<file path="src/sv/evad_pkg.sv">
// ----------------------------------------------------------------------------
// evad_pkg
// Shared types and constants of the energy voice activity detector.
// ----------------------------------------------------------------------------
`default_nettype none

package evad_pkg;

   localparam int unsigned EVAD_MAX_FRAME    = 4096;
   localparam int unsigned SAMPLE_W          = 16;
   localparam int unsigned FRAME_LEN_W       = 13;
   localparam int unsigned THRESHOLD_W       = 16;
   localparam int unsigned SILENT_NEEDED_W   = 10;
   localparam int unsigned LEVEL_W           = 28;
   localparam int unsigned RUN_W             = 16;
   localparam int unsigned POSITION_W        = 40;
   localparam int unsigned CSR_INDEX_W       = 2;
   localparam int unsigned CSR_DATA_W        = 16;

   localparam logic [FRAME_LEN_W-1:0]     FRAME_LEN_RESET     = 13'd1600;
   localparam logic [THRESHOLD_W-1:0]     THRESHOLD_RESET     = 16'd655;
   localparam logic [SILENT_NEEDED_W-1:0] SILENT_NEEDED_RESET = 10'd1;

   typedef enum logic [CSR_INDEX_W-1:0] {
      CSR_FRAME_LENGTH     = 2'd0,
      CSR_ENERGY_THRESHOLD = 2'd1,
      CSR_SILENT_FRAMES    = 2'd2
   } csr_index_type;

   typedef struct packed {
      logic [FRAME_LEN_W-1:0]     frame_length;
      logic [THRESHOLD_W-1:0]     energy_threshold;
      logic [SILENT_NEEDED_W-1:0] silent_frames_needed;
   } evad_cfg_type;

   typedef struct packed {
      logic                  frame_is_speech;
      logic                  speaking;
      logic                  speech_started;
      logic                  speech_ended;
      logic [POSITION_W-1:0] speech_start_sample;
      logic [POSITION_W-1:0] last_speech_sample;
      logic [LEVEL_W-1:0]    frame_level_sum;
   } evad_result_type;

endpackage

`default_nettype wire

</file>
<file path="src/sv/evad_req_if.sv">
// ----------------------------------------------------------------------------
// evad_req_if
// Sample channel: valid, ready and one signed pcm sample.
// ----------------------------------------------------------------------------
`default_nettype none

interface evad_req_if;
   import evad_pkg::*;

   logic                       valid;
   logic                       ready;
   logic signed [SAMPLE_W-1:0] sample;

   modport source (output valid, output sample, input ready);
   modport sink (input valid, input sample, output ready);
endinterface

`default_nettype wire

</file>
<file path="src/sv/evad_rsp_if.sv">
// ----------------------------------------------------------------------------
// evad_rsp_if
// Frame result channel: valid, ready and the per-frame decision.
// ----------------------------------------------------------------------------
`default_nettype none

interface evad_rsp_if;
   import evad_pkg::*;

   logic                  valid;
   logic                  ready;
   logic                  frame_is_speech;
   logic                  speaking;
   logic                  speech_started;
   logic                  speech_ended;
   logic [POSITION_W-1:0] speech_start_sample;
   logic [POSITION_W-1:0] last_speech_sample;
   logic [LEVEL_W-1:0]    frame_level_sum;

   modport source (
      output valid, output frame_is_speech, output speaking, output speech_started,
      output speech_ended, output speech_start_sample, output last_speech_sample,
      output frame_level_sum, input ready
   );
   modport sink (
      input valid, input frame_is_speech, input speaking, input speech_started,
      input speech_ended, input speech_start_sample, input last_speech_sample,
      input frame_level_sum, output ready
   );
endinterface

`default_nettype wire

</file>
<file path="src/sv/evad_csr.sv">
// ----------------------------------------------------------------------------
// evad_csr
// Configuration registers: frame length, energy threshold, silent frames.
// ----------------------------------------------------------------------------
`default_nettype none

module evad_csr (
   input  wire logic                             clock,
   input  wire logic                             reset,
   input  wire logic                             csr_write_en,
   input  wire logic [evad_pkg::CSR_INDEX_W-1:0] csr_index,
   input  wire logic [evad_pkg::CSR_DATA_W-1:0]  csr_write_data,
   output evad_pkg::evad_cfg_type                cfg
);
   import evad_pkg::*;

   evad_cfg_type cfg_ff;
   evad_cfg_type cfg_in;

   always_comb begin
      cfg_in = cfg_ff;
      if (csr_write_en) begin
         case (csr_index)
            CSR_FRAME_LENGTH: begin
               cfg_in.frame_length = csr_write_data[FRAME_LEN_W-1:0];
            end
            CSR_ENERGY_THRESHOLD: begin
               cfg_in.energy_threshold = csr_write_data[THRESHOLD_W-1:0];
            end
            CSR_SILENT_FRAMES: begin
               cfg_in.silent_frames_needed = csr_write_data[SILENT_NEEDED_W-1:0];
            end
            default: begin
               cfg_in = cfg_ff;
            end
         endcase
      end
   end

   always_ff @(posedge clock) begin
      if (reset) begin
         cfg_ff.frame_length         <= FRAME_LEN_RESET;
         cfg_ff.energy_threshold     <= THRESHOLD_RESET;
         cfg_ff.silent_frames_needed <= SILENT_NEEDED_RESET;
      end else begin
         cfg_ff <= cfg_in;
      end
   end

   assign cfg = cfg_ff;

endmodule

`default_nettype wire

</file>
<file path="src/sv/evad_core.sv">
// ----------------------------------------------------------------------------
// evad_core
// Frame accumulator and speech state: one sample per step, decision at frame end.
// ----------------------------------------------------------------------------
`default_nettype none

module evad_core #(
   parameter int unsigned MAX_FRAME = evad_pkg::EVAD_MAX_FRAME
) (
   input  wire logic                                clock,
   input  wire logic                                reset,
   input  wire evad_pkg::evad_cfg_type              cfg,
   input  wire logic                                step,
   input  wire logic signed [evad_pkg::SAMPLE_W-1:0] sample,
   output logic                                     frame_end,
   output evad_pkg::evad_result_type                result
);
   import evad_pkg::*;

   localparam int unsigned POS_W  = $clog2(MAX_FRAME);
   localparam int unsigned CNT_W  = $clog2(MAX_FRAME + 1);
   localparam int unsigned LEN_W  = (CNT_W > FRAME_LEN_W) ? CNT_W : FRAME_LEN_W;
   localparam int unsigned PROD_W = THRESHOLD_W + CNT_W;
   localparam int unsigned CMP_W  = (PROD_W > LEVEL_W) ? PROD_W : LEVEL_W;
   localparam int unsigned MAG_W  = SAMPLE_W + 1;

   logic [LEVEL_W-1:0]    level_ff, level_in;
   logic [POS_W-1:0]      pos_ff, pos_in;
   logic                  speaking_ff, speaking_in;
   logic [RUN_W-1:0]      run_ff, run_in;
   logic [POSITION_W-1:0] seen_ff, seen_in;
   logic [POSITION_W-1:0] start_ff, start_in;
   logic [POSITION_W-1:0] last_ff, last_in;

   logic [MAG_W-1:0]      sample_ext;
   logic [MAG_W-1:0]      mag;
   logic [LEVEL_W:0]      level_sum;
   logic [LEVEL_W-1:0]    level_sat;
   logic [CNT_W-1:0]      count;
   logic [LEN_W-1:0]      len_ext;
   logic [CNT_W-1:0]      eff_len;
   logic [PROD_W-1:0]     limit;
   logic                  loud_frame;
   logic [RUN_W-1:0]      run_sat;
   logic                  started;
   logic                  ended;

   always_comb begin
      sample_ext = {sample[SAMPLE_W-1], sample};
      mag        = sample_ext[MAG_W-1] ? (MAG_W'(0) - sample_ext) : sample_ext;
      level_sum  = {1'b0, level_ff} + (LEVEL_W+1)'(mag);
      level_sat  = level_sum[LEVEL_W] ? {LEVEL_W{1'b1}} : level_sum[LEVEL_W-1:0];
      seen_in    = (&seen_ff) ? seen_ff : seen_ff + POSITION_W'(1);
      count      = CNT_W'(pos_ff) + CNT_W'(1);

      // zero length counts as one, long lengths clamp to the frame limit
      len_ext = LEN_W'(cfg.frame_length);
      if (len_ext == '0) begin
         eff_len = CNT_W'(1);
      end else if (len_ext > LEN_W'(MAX_FRAME)) begin
         eff_len = CNT_W'(MAX_FRAME);
      end else begin
         eff_len = CNT_W'(len_ext);
      end
      frame_end = (count >= eff_len);

      limit      = PROD_W'(cfg.energy_threshold) * PROD_W'(count);
      loud_frame = CMP_W'(level_sat) > CMP_W'(limit);
      run_sat    = (&run_ff) ? run_ff : run_ff + RUN_W'(1);

      speaking_in = speaking_ff;
      run_in      = run_ff;
      start_in    = start_ff;
      last_in     = last_ff;
      started     = 1'b0;
      ended       = 1'b0;
      if (frame_end) begin
         level_in = '0;
         pos_in   = '0;
         if (loud_frame) begin
            last_in = seen_in;
            run_in  = '0;
            if (!speaking_ff) begin
               speaking_in = 1'b1;
               started     = 1'b1;
               start_in    = (seen_in >= POSITION_W'(count)) ?
                             seen_in - POSITION_W'(count) : '0;
            end
         end else begin
            run_in = run_sat;
            if (speaking_ff && (run_sat >= RUN_W'(cfg.silent_frames_needed))) begin
               speaking_in = 1'b0;
               ended       = 1'b1;
            end
         end
      end else begin
         level_in = level_sat;
         pos_in   = count[POS_W-1:0];
      end

      result.frame_is_speech     = loud_frame;
      result.speaking            = speaking_in;
      result.speech_started      = started;
      result.speech_ended        = ended;
      result.speech_start_sample = start_in;
      result.last_speech_sample  = last_in;
      result.frame_level_sum     = level_sat;
   end

   always_ff @(posedge clock) begin
      if (reset) begin
         level_ff    <= '0;
         pos_ff      <= '0;
         speaking_ff <= 1'b0;
         run_ff      <= '0;
         seen_ff     <= '0;
         start_ff    <= '0;
         last_ff     <= '0;
      end else if (step) begin
         level_ff    <= level_in;
         pos_ff      <= pos_in;
         speaking_ff <= speaking_in;
         run_ff      <= run_in;
         seen_ff     <= seen_in;
         start_ff    <= start_in;
         last_ff     <= last_in;
      end
   end

endmodule

`default_nettype wire

</file>
<file path="src/sv/energy_voice_activity_detector.sv">
// a sample passes the sample register, then the result register, to rsp_chan
// throughput: 1 sample per cycle while the result sink keeps up, set by the single accumulate-and-decide stage
// one result transfer per frame, none for samples inside a frame
// reset: synchronous, clears the frame sum, counters and speech state,
// loads frame_length 1600, energy_threshold 655, silent_frames_needed 1
// ----------------------------------------------------------------------------
// energy_voice_activity_detector
// Energy based voice activity detector with a sample register, a decision
// stage and a result register.
// ----------------------------------------------------------------------------
`default_nettype none

module energy_voice_activity_detector #(
   parameter int unsigned MAX_FRAME = evad_pkg::EVAD_MAX_FRAME
) (
   input  wire logic                             clock,
   input  wire logic                             reset,
   evad_req_if.sink                              req_chan,
   evad_rsp_if.source                            rsp_chan,
   input  wire logic                             csr_write_en,
   input  wire logic [evad_pkg::CSR_INDEX_W-1:0] csr_index,
   input  wire logic [evad_pkg::CSR_DATA_W-1:0]  csr_write_data
);
   import evad_pkg::*;

   evad_cfg_type               cfg;
   evad_result_type            result;
   evad_result_type            rsp_data_ff;
   logic                       frame_end;
   logic                       s1_valid_ff, s1_valid_in;
   logic signed [SAMPLE_W-1:0] s1_sample_ff;
   logic                       rsp_valid_ff, rsp_valid_in;
   logic                       s1_advance;
   logic                       req_xfer;

   evad_csr u_csr (
      .clock          (clock),
      .reset          (reset),
      .csr_write_en   (csr_write_en),
      .csr_index      (csr_index),
      .csr_write_data (csr_write_data),
      .cfg            (cfg)
   );

   evad_core #(
      .MAX_FRAME (MAX_FRAME)
   ) u_core (
      .clock     (clock),
      .reset     (reset),
      .cfg       (cfg),
      .step      (s1_advance),
      .sample    (s1_sample_ff),
      .frame_end (frame_end),
      .result    (result)
   );

   always_comb begin
      s1_advance     = s1_valid_ff && (!rsp_valid_ff || rsp_chan.ready);
      req_chan.ready = !s1_valid_ff || s1_advance;
      req_xfer       = req_chan.valid && req_chan.ready;

      if (req_xfer) begin
         s1_valid_in = 1'b1;
      end else if (s1_advance) begin
         s1_valid_in = 1'b0;
      end else begin
         s1_valid_in = s1_valid_ff;
      end

      if (s1_advance && frame_end) begin
         rsp_valid_in = 1'b1;
      end else if (rsp_chan.ready) begin
         rsp_valid_in = 1'b0;
      end else begin
         rsp_valid_in = rsp_valid_ff;
      end
   end

   always_ff @(posedge clock) begin
      if (reset) begin
         s1_valid_ff  <= 1'b0;
         rsp_valid_ff <= 1'b0;
      end else begin
         s1_valid_ff  <= s1_valid_in;
         rsp_valid_ff <= rsp_valid_in;
      end
   end

   always_ff @(posedge clock) begin
      if (req_xfer) begin
         s1_sample_ff <= req_chan.sample;
      end
      if (s1_advance && frame_end) begin
         rsp_data_ff <= result;
      end
   end

   assign rsp_chan.valid               = rsp_valid_ff;
   assign rsp_chan.frame_is_speech     = rsp_data_ff.frame_is_speech;
   assign rsp_chan.speaking            = rsp_data_ff.speaking;
   assign rsp_chan.speech_started      = rsp_data_ff.speech_started;
   assign rsp_chan.speech_ended        = rsp_data_ff.speech_ended;
   assign rsp_chan.speech_start_sample = rsp_data_ff.speech_start_sample;
   assign rsp_chan.last_speech_sample  = rsp_data_ff.last_speech_sample;
   assign rsp_chan.frame_level_sum     = rsp_data_ff.frame_level_sum;

`ifndef SYNTHESIS
   a_reset_clears: assert property (@(posedge clock)
      reset |=> (!s1_valid_ff && !rsp_valid_ff))
      else $error("pipeline valid set after reset");

   a_rsp_from_stage: assert property (@(posedge clock) disable iff (reset)
      $rose(rsp_valid_ff) |-> $past(s1_valid_ff))
      else $error("result appeared without a sample in the decision stage");

   a_stall_holds_stage: assert property (@(posedge clock) disable iff (reset)
      !req_chan.ready |-> (s1_valid_ff && rsp_valid_ff))
      else $error("sample side stalled while the stage could drain");

   a_start_flags: assert property (@(posedge clock) disable iff (reset)
      (rsp_valid_ff && rsp_data_ff.speech_started) |->
         (rsp_data_ff.frame_is_speech && rsp_data_ff.speaking))
      else $error("speech start without a speech frame");

   a_end_flags: assert property (@(posedge clock) disable iff (reset)
      (rsp_valid_ff && rsp_data_ff.speech_ended) |->
         (!rsp_data_ff.frame_is_speech && !rsp_data_ff.speaking
          && !rsp_data_ff.speech_started))
      else $error("speech end on a speech frame");
`endif

endmodule

`default_nettype wire

</file>
<file path="src/flat_wrapper.sv">
// flat-port wrapper written by rule: the top's interface ports become plain ports
module energy_voice_activity_detector_flat import evad_pkg::*;
#(
   parameter int unsigned MAX_FRAME = evad_pkg::EVAD_MAX_FRAME
)
  (clock, reset, csr_write_en, csr_index, csr_write_data, req_chan_valid, req_chan_sample, req_chan_ready, rsp_chan_valid, rsp_chan_frame_is_speech, rsp_chan_speaking, rsp_chan_speech_started, rsp_chan_speech_ended, rsp_chan_speech_start_sample, rsp_chan_last_speech_sample, rsp_chan_frame_level_sum, rsp_chan_ready);
  evad_req_if req_chan_i ();
  evad_rsp_if rsp_chan_i ();
  input  wire logic clock;
  input  wire logic reset;
  input  wire logic csr_write_en;
  input  wire logic [evad_pkg::CSR_INDEX_W-1:0] csr_index;
  input  wire logic [evad_pkg::CSR_DATA_W-1:0] csr_write_data;
  input wire logic [$bits(req_chan_i.valid)-1:0] req_chan_valid;
  input wire logic [$bits(req_chan_i.sample)-1:0] req_chan_sample;
  output wire logic [$bits(req_chan_i.ready)-1:0] req_chan_ready;
  output wire logic [$bits(rsp_chan_i.valid)-1:0] rsp_chan_valid;
  output wire logic [$bits(rsp_chan_i.frame_is_speech)-1:0] rsp_chan_frame_is_speech;
  output wire logic [$bits(rsp_chan_i.speaking)-1:0] rsp_chan_speaking;
  output wire logic [$bits(rsp_chan_i.speech_started)-1:0] rsp_chan_speech_started;
  output wire logic [$bits(rsp_chan_i.speech_ended)-1:0] rsp_chan_speech_ended;
  output wire logic [$bits(rsp_chan_i.speech_start_sample)-1:0] rsp_chan_speech_start_sample;
  output wire logic [$bits(rsp_chan_i.last_speech_sample)-1:0] rsp_chan_last_speech_sample;
  output wire logic [$bits(rsp_chan_i.frame_level_sum)-1:0] rsp_chan_frame_level_sum;
  input wire logic [$bits(rsp_chan_i.ready)-1:0] rsp_chan_ready;
  assign req_chan_i.valid = req_chan_valid;
  assign req_chan_i.sample = req_chan_sample;
  assign req_chan_ready = req_chan_i.ready;
  assign rsp_chan_valid = rsp_chan_i.valid;
  assign rsp_chan_frame_is_speech = rsp_chan_i.frame_is_speech;
  assign rsp_chan_speaking = rsp_chan_i.speaking;
  assign rsp_chan_speech_started = rsp_chan_i.speech_started;
  assign rsp_chan_speech_ended = rsp_chan_i.speech_ended;
  assign rsp_chan_speech_start_sample = rsp_chan_i.speech_start_sample;
  assign rsp_chan_last_speech_sample = rsp_chan_i.last_speech_sample;
  assign rsp_chan_frame_level_sum = rsp_chan_i.frame_level_sum;
  assign rsp_chan_i.ready = rsp_chan_ready;
  energy_voice_activity_detector #(.MAX_FRAME(MAX_FRAME)) u_core (.clock(clock), .reset(reset), .req_chan(req_chan_i), .rsp_chan(rsp_chan_i), .csr_write_en(csr_write_en), .csr_index(csr_index), .csr_write_data(csr_write_data));
endmodule
</file>
<file path="config.mk">
export PLATFORM = sky130hd
export DESIGN_NAME = energy_voice_activity_detector_flat
export DESIGN_NICKNAME = d
export VERILOG_FILES = /design/src/sv/evad_pkg.sv /design/src/sv/evad_req_if.sv /design/src/sv/evad_rsp_if.sv /design/src/sv/evad_csr.sv /design/src/sv/evad_core.sv /design/src/sv/energy_voice_activity_detector.sv /design/src/flat_wrapper.sv
export SDC_FILE = /design/constraint.sdc
export NUM_CORES = 1
export LEC_CHECK = 0
export BUFFER_PORTS_ARGS = -buffer_cell sky130_fd_sc_hd__buf_2
export CAP_MARGIN = 0
export CORE_MARGIN = 2
export CORE_UTILIZATION = 45
export DETAILED_ROUTE_END_ITERATION = 10
export GPL_TIMING_DRIVEN = 0
export PLACE_DENSITY_LB_ADDON = 0.2
export RECOVER_POWER = 100
export SLEW_MARGIN = 20
export SYNTH_ARGS = -nofsm -noshare
export SYNTH_HDL_FRONTEND = slang
export SYNTH_SLANG_ARGS = --single-unit
</file>
<file path="constraint.sdc">
create_clock -name clock -period 10.3 [get_ports clock]
set_clock_uncertainty 0.2 [all_clocks]
set_input_delay 2.575 -clock clock [delete_from_list [all_inputs] [get_ports clock]]
set_output_delay 2.575 -clock clock [all_outputs]
set_load 0.03 [all_outputs]
</file>
==> reports/metrics.csv <==
metric,value,unit
clk_latency,0.57,ns
status,"finished, violations left",
timing.fmax,0.101,GHz
final.min_clock_period,9.86,ns
rsz0062_at_grt,false,
synth_fa_ha_area_share,21.0,%
antenna_found_initial,1,
synth_area_leaders,"dfxtp_1 18%, edfxtp_1 16%, fa_1 13%, ha_1 8.2%, nand2_1 6.2%",
maxSlewHeadroom,-100,%
dr.pass1.iters,5,
worstSetupPathType,reg2reg,
fin_setup_tns,0,ns
finalSetupViolations,0,
dr_total_vias,20300,
synth-edff-count,128,
yosysSeqAreaShare,33.7,%
hold_path_class,reg2reg,
cts_buffer_depth,3,
tightest_slew,3.00,ns
dp_hpwl,54600,um
synth-seq-cells,346,
drv_cap,2,
route.detailed.drc,0,
synthMuxAreaShare,0.544,%
yosysMostFrequentCell,nand2_1,
start_util,45.4,%
final.setup.worst_slack,0.438,ns
area_delta_synth_final,13.9,%
h-tree-depth,2,
die_x,237,um
drive_gt1_share,7.69,%
crit_top_cell,fa_1,
leakagePower,11.6,nW
place.gp.congestion,0.890,
synthCells,2691,
cts_root_buf,clkbuf_16,
synth_ff_type,dfxtp_1,
totalWireLength,70100,um
cts_buffers,40,
gr-total-overflow,0,
core,53700,um^2
violations,"capacitance limit, slew limit",
wl_per_cell,19.3,um
numClockSinks,346,
critPathRequiredTime,10.40,ns
yosysUniqueCellTypes,74,
ys.warnings.count,0,
async_reset_ff_share,0,%
whs,0.255,ns
r2r_slack,0.44,ns
slowest_stage,fa_1,
fp-row-count,85,
die_y,237,um
finalHoldViolations,0,
cp-end-kind,register,
synth_common_cells,"403 x nand2_1, 263 x inv_1, 218 x dfxtp_1",
ant_nets,0,
period_share,95.7,%
synth-xor-area-share,6.11,%
slew_viol_final,113,
io_buffers,152,
power.density,121,nW/um^2
grt.total_usage,24.8,%
grt_max_degree,58,
yosys.area_share.simple,18.4,%
nFillCells,5061,
viasPerCell,5.58,
nets,3261,
synth_top_family_by_area,adder cells,
cp_max_fo,10,
cpPeakStageDelay,0.55,ns
synth_top_area_share,17.9,%
dieArea,56100,um^2
grt_pass1_vias,19900,
num_io_pins,153,
preCtsSetupSlack,-2.85,ns
irDropWorstVdd,0.133,mV
drt_iter0_drc,1449,
diodes,0,
yosys.area.top_type,dfxtp_1,
startpoint_type,register,
grt_pass1_wl,110000,um
clkTransAtPathRegs,0.06,ns
cp.arrival,9.96,ns
cts_tree,yes,
syn_area_per_cell,9.06,um^2
synth_compound_area_share,14.1,%
syn_nets,3045,
netlist_area,24400,um^2
==> metal layers <==
metal / track usage, % / wire length [um]
met2: 39.6 / 31700
met3: 3.38 / 3840
met4: 6.50 / 1810
met5: 0 / 11
met1: 35.5 / 32700
==> flip-flops by register name, indices dropped and copies added (netlist names) <==
name and count:
u_core.rsp_chan.frame_is_speech 1, u_core.rsp_chan.frame_level_sum 28, u_core.rsp_chan.last_speech_sample 40, u_core.rsp_chan.speaking 1, u_core.rsp_chan.speech_ended 1, u_core.rsp_chan.speech_start_sample 40
u_core.rsp_chan.speech_started 1, u_core.rsp_chan.valid 1, u_core.s1_sample_ff 16, u_core.s1_valid_ff 1, u_core.u_core.last_ff 40, u_core.u_core.level_ff 28
u_core.u_core.pos_ff 12, u_core.u_core.run_ff 16, u_core.u_core.seen_ff 40, u_core.u_core.speaking_ff 1, u_core.u_core.start_ff 40, u_core.u_csr.cfg 39
==> final cells by class <==
cell class / instances / area [um^2] / share of cell area [%]
Tap cell: 696 / 871 / 3.14
Clock inverter: 22 / 214 / 0.771
Clock buffer: 50 / 1080 / 3.89
Buffer: 133 / 579 / 2.09
Multi-Input combinational cell: 1945 / 15000 / 54.1
Sequential cell: 346 / 8220 / 29.6
Timing Repair Buffer: 178 / 801 / 2.88
Inverter: 263 / 987 / 3.56
==> cells in the final DEF (no fill, tap or decap), types with 11 or more instances in the layout <==
master | synthesis | final
nand2_1 | 403 | 402
inv_1 | 263 | 263
clkbuf_1 | 127 | 228
dfxtp_1 | 218 | 210
ha_1 | 159 | 157
fa_1 | 156 | 156
nor2_1 | 152 | 151
edfxtp_1 | 128 | 128
a21oi_1 | 124 | 121
o21ai_0 | 116 | 113
xnor2_1 | 98 | 91
xor2_1 | 72 | 67
and2_1 | 66 | 64
nand3_1 | 66 | 63
a22o_1 | 58 | 58
a211oi_1 | 48 | 48
buf_2 | 10 | 43
clkbuf_16 | 0 | 41
nor3_1 | 39 | 39
a32o_1 | 37 | 37
a21o_1 | 34 | 34
nand4_1 | 33 | 33
or3_1 | 27 | 27
nor2b_1 | 27 | 27
buf_4 | 0 | 25
nand2b_1 | 21 | 21
and3_1 | 21 | 19
clkbuf_2 | 0 | 18
o21a_1 | 16 | 16
or2_2 | 16 | 16
nor4_1 | 16 | 15
a31oi_1 | 12 | 11
==> power breakdown <==
group | internal (mW) | switching [mW]
Clock | 0.825 | 0.591
Sequential | 1.43 | 0.0180
Combinational | 0.172 | 0.306
Total | 2.43 | 0.915
==> through the flow <==
stage                     total power [mW]  cell area, um^2  utilization (%)  std cells
after detailed placement              1.94            26100             48.6       3541
final                                 3.35            27800             51.7       3633
after global placement                1.93            26000             48.4       3539
after floorplan                       1.79            24400                -       2691
after CTS                             3.38            27700             51.6       3617
after global routing                  3.50            27800             51.7       3633
==> worst paths after layout <==
kind                           startpoint                                endpoint  depth (start not counted)
setup reg to reg  u_core.u_core.pos_ff[5]  u_core.rsp_chan.speech_start_sample[5]                         39
hold reg to reg       u_core.u_csr.cfg[1]                     u_core.u_csr.cfg[1]                          2
setup / recovery  u_core.u_core.pos_ff[5]  u_core.rsp_chan.speech_start_sample[5]                         39
hold / removal        u_core.u_csr.cfg[1]                     u_core.u_csr.cfg[1]                          2
==> cell families after synthesis <==
logic type | count (synthesis)
muxes | 12
and+or+nand+nor | 935
DFF | 346
xor gates and xnor gates | 170
other | 1
AOI/OAI and AO/OA | 511
adders and majority gates | 315
buffers and inverters | 401
==> critical path: cells and delay by family, from the launching register on <==
kind,cells,cell delay [ns]
flip-flops,1,0.40
adder cells (fa/ha/maj),7,3.33
AO/OA/AOI/OAI,11,2.08
XOR/XNOR,2,0.41
buffers and inverters,9,1.26
AND/OR/NAND/NOR,10,1.86
==> what timing repair did <==
action | CTS | global route
hold buffers | 0 | 0
gates cloned | 0 | 1
setup buffers | 8 | 16
gates resized for setup | 63 | 41
setup endpoints to repair | 181 | 175
pin swaps | 6 | 6
(Power assumes the default switching activity.)
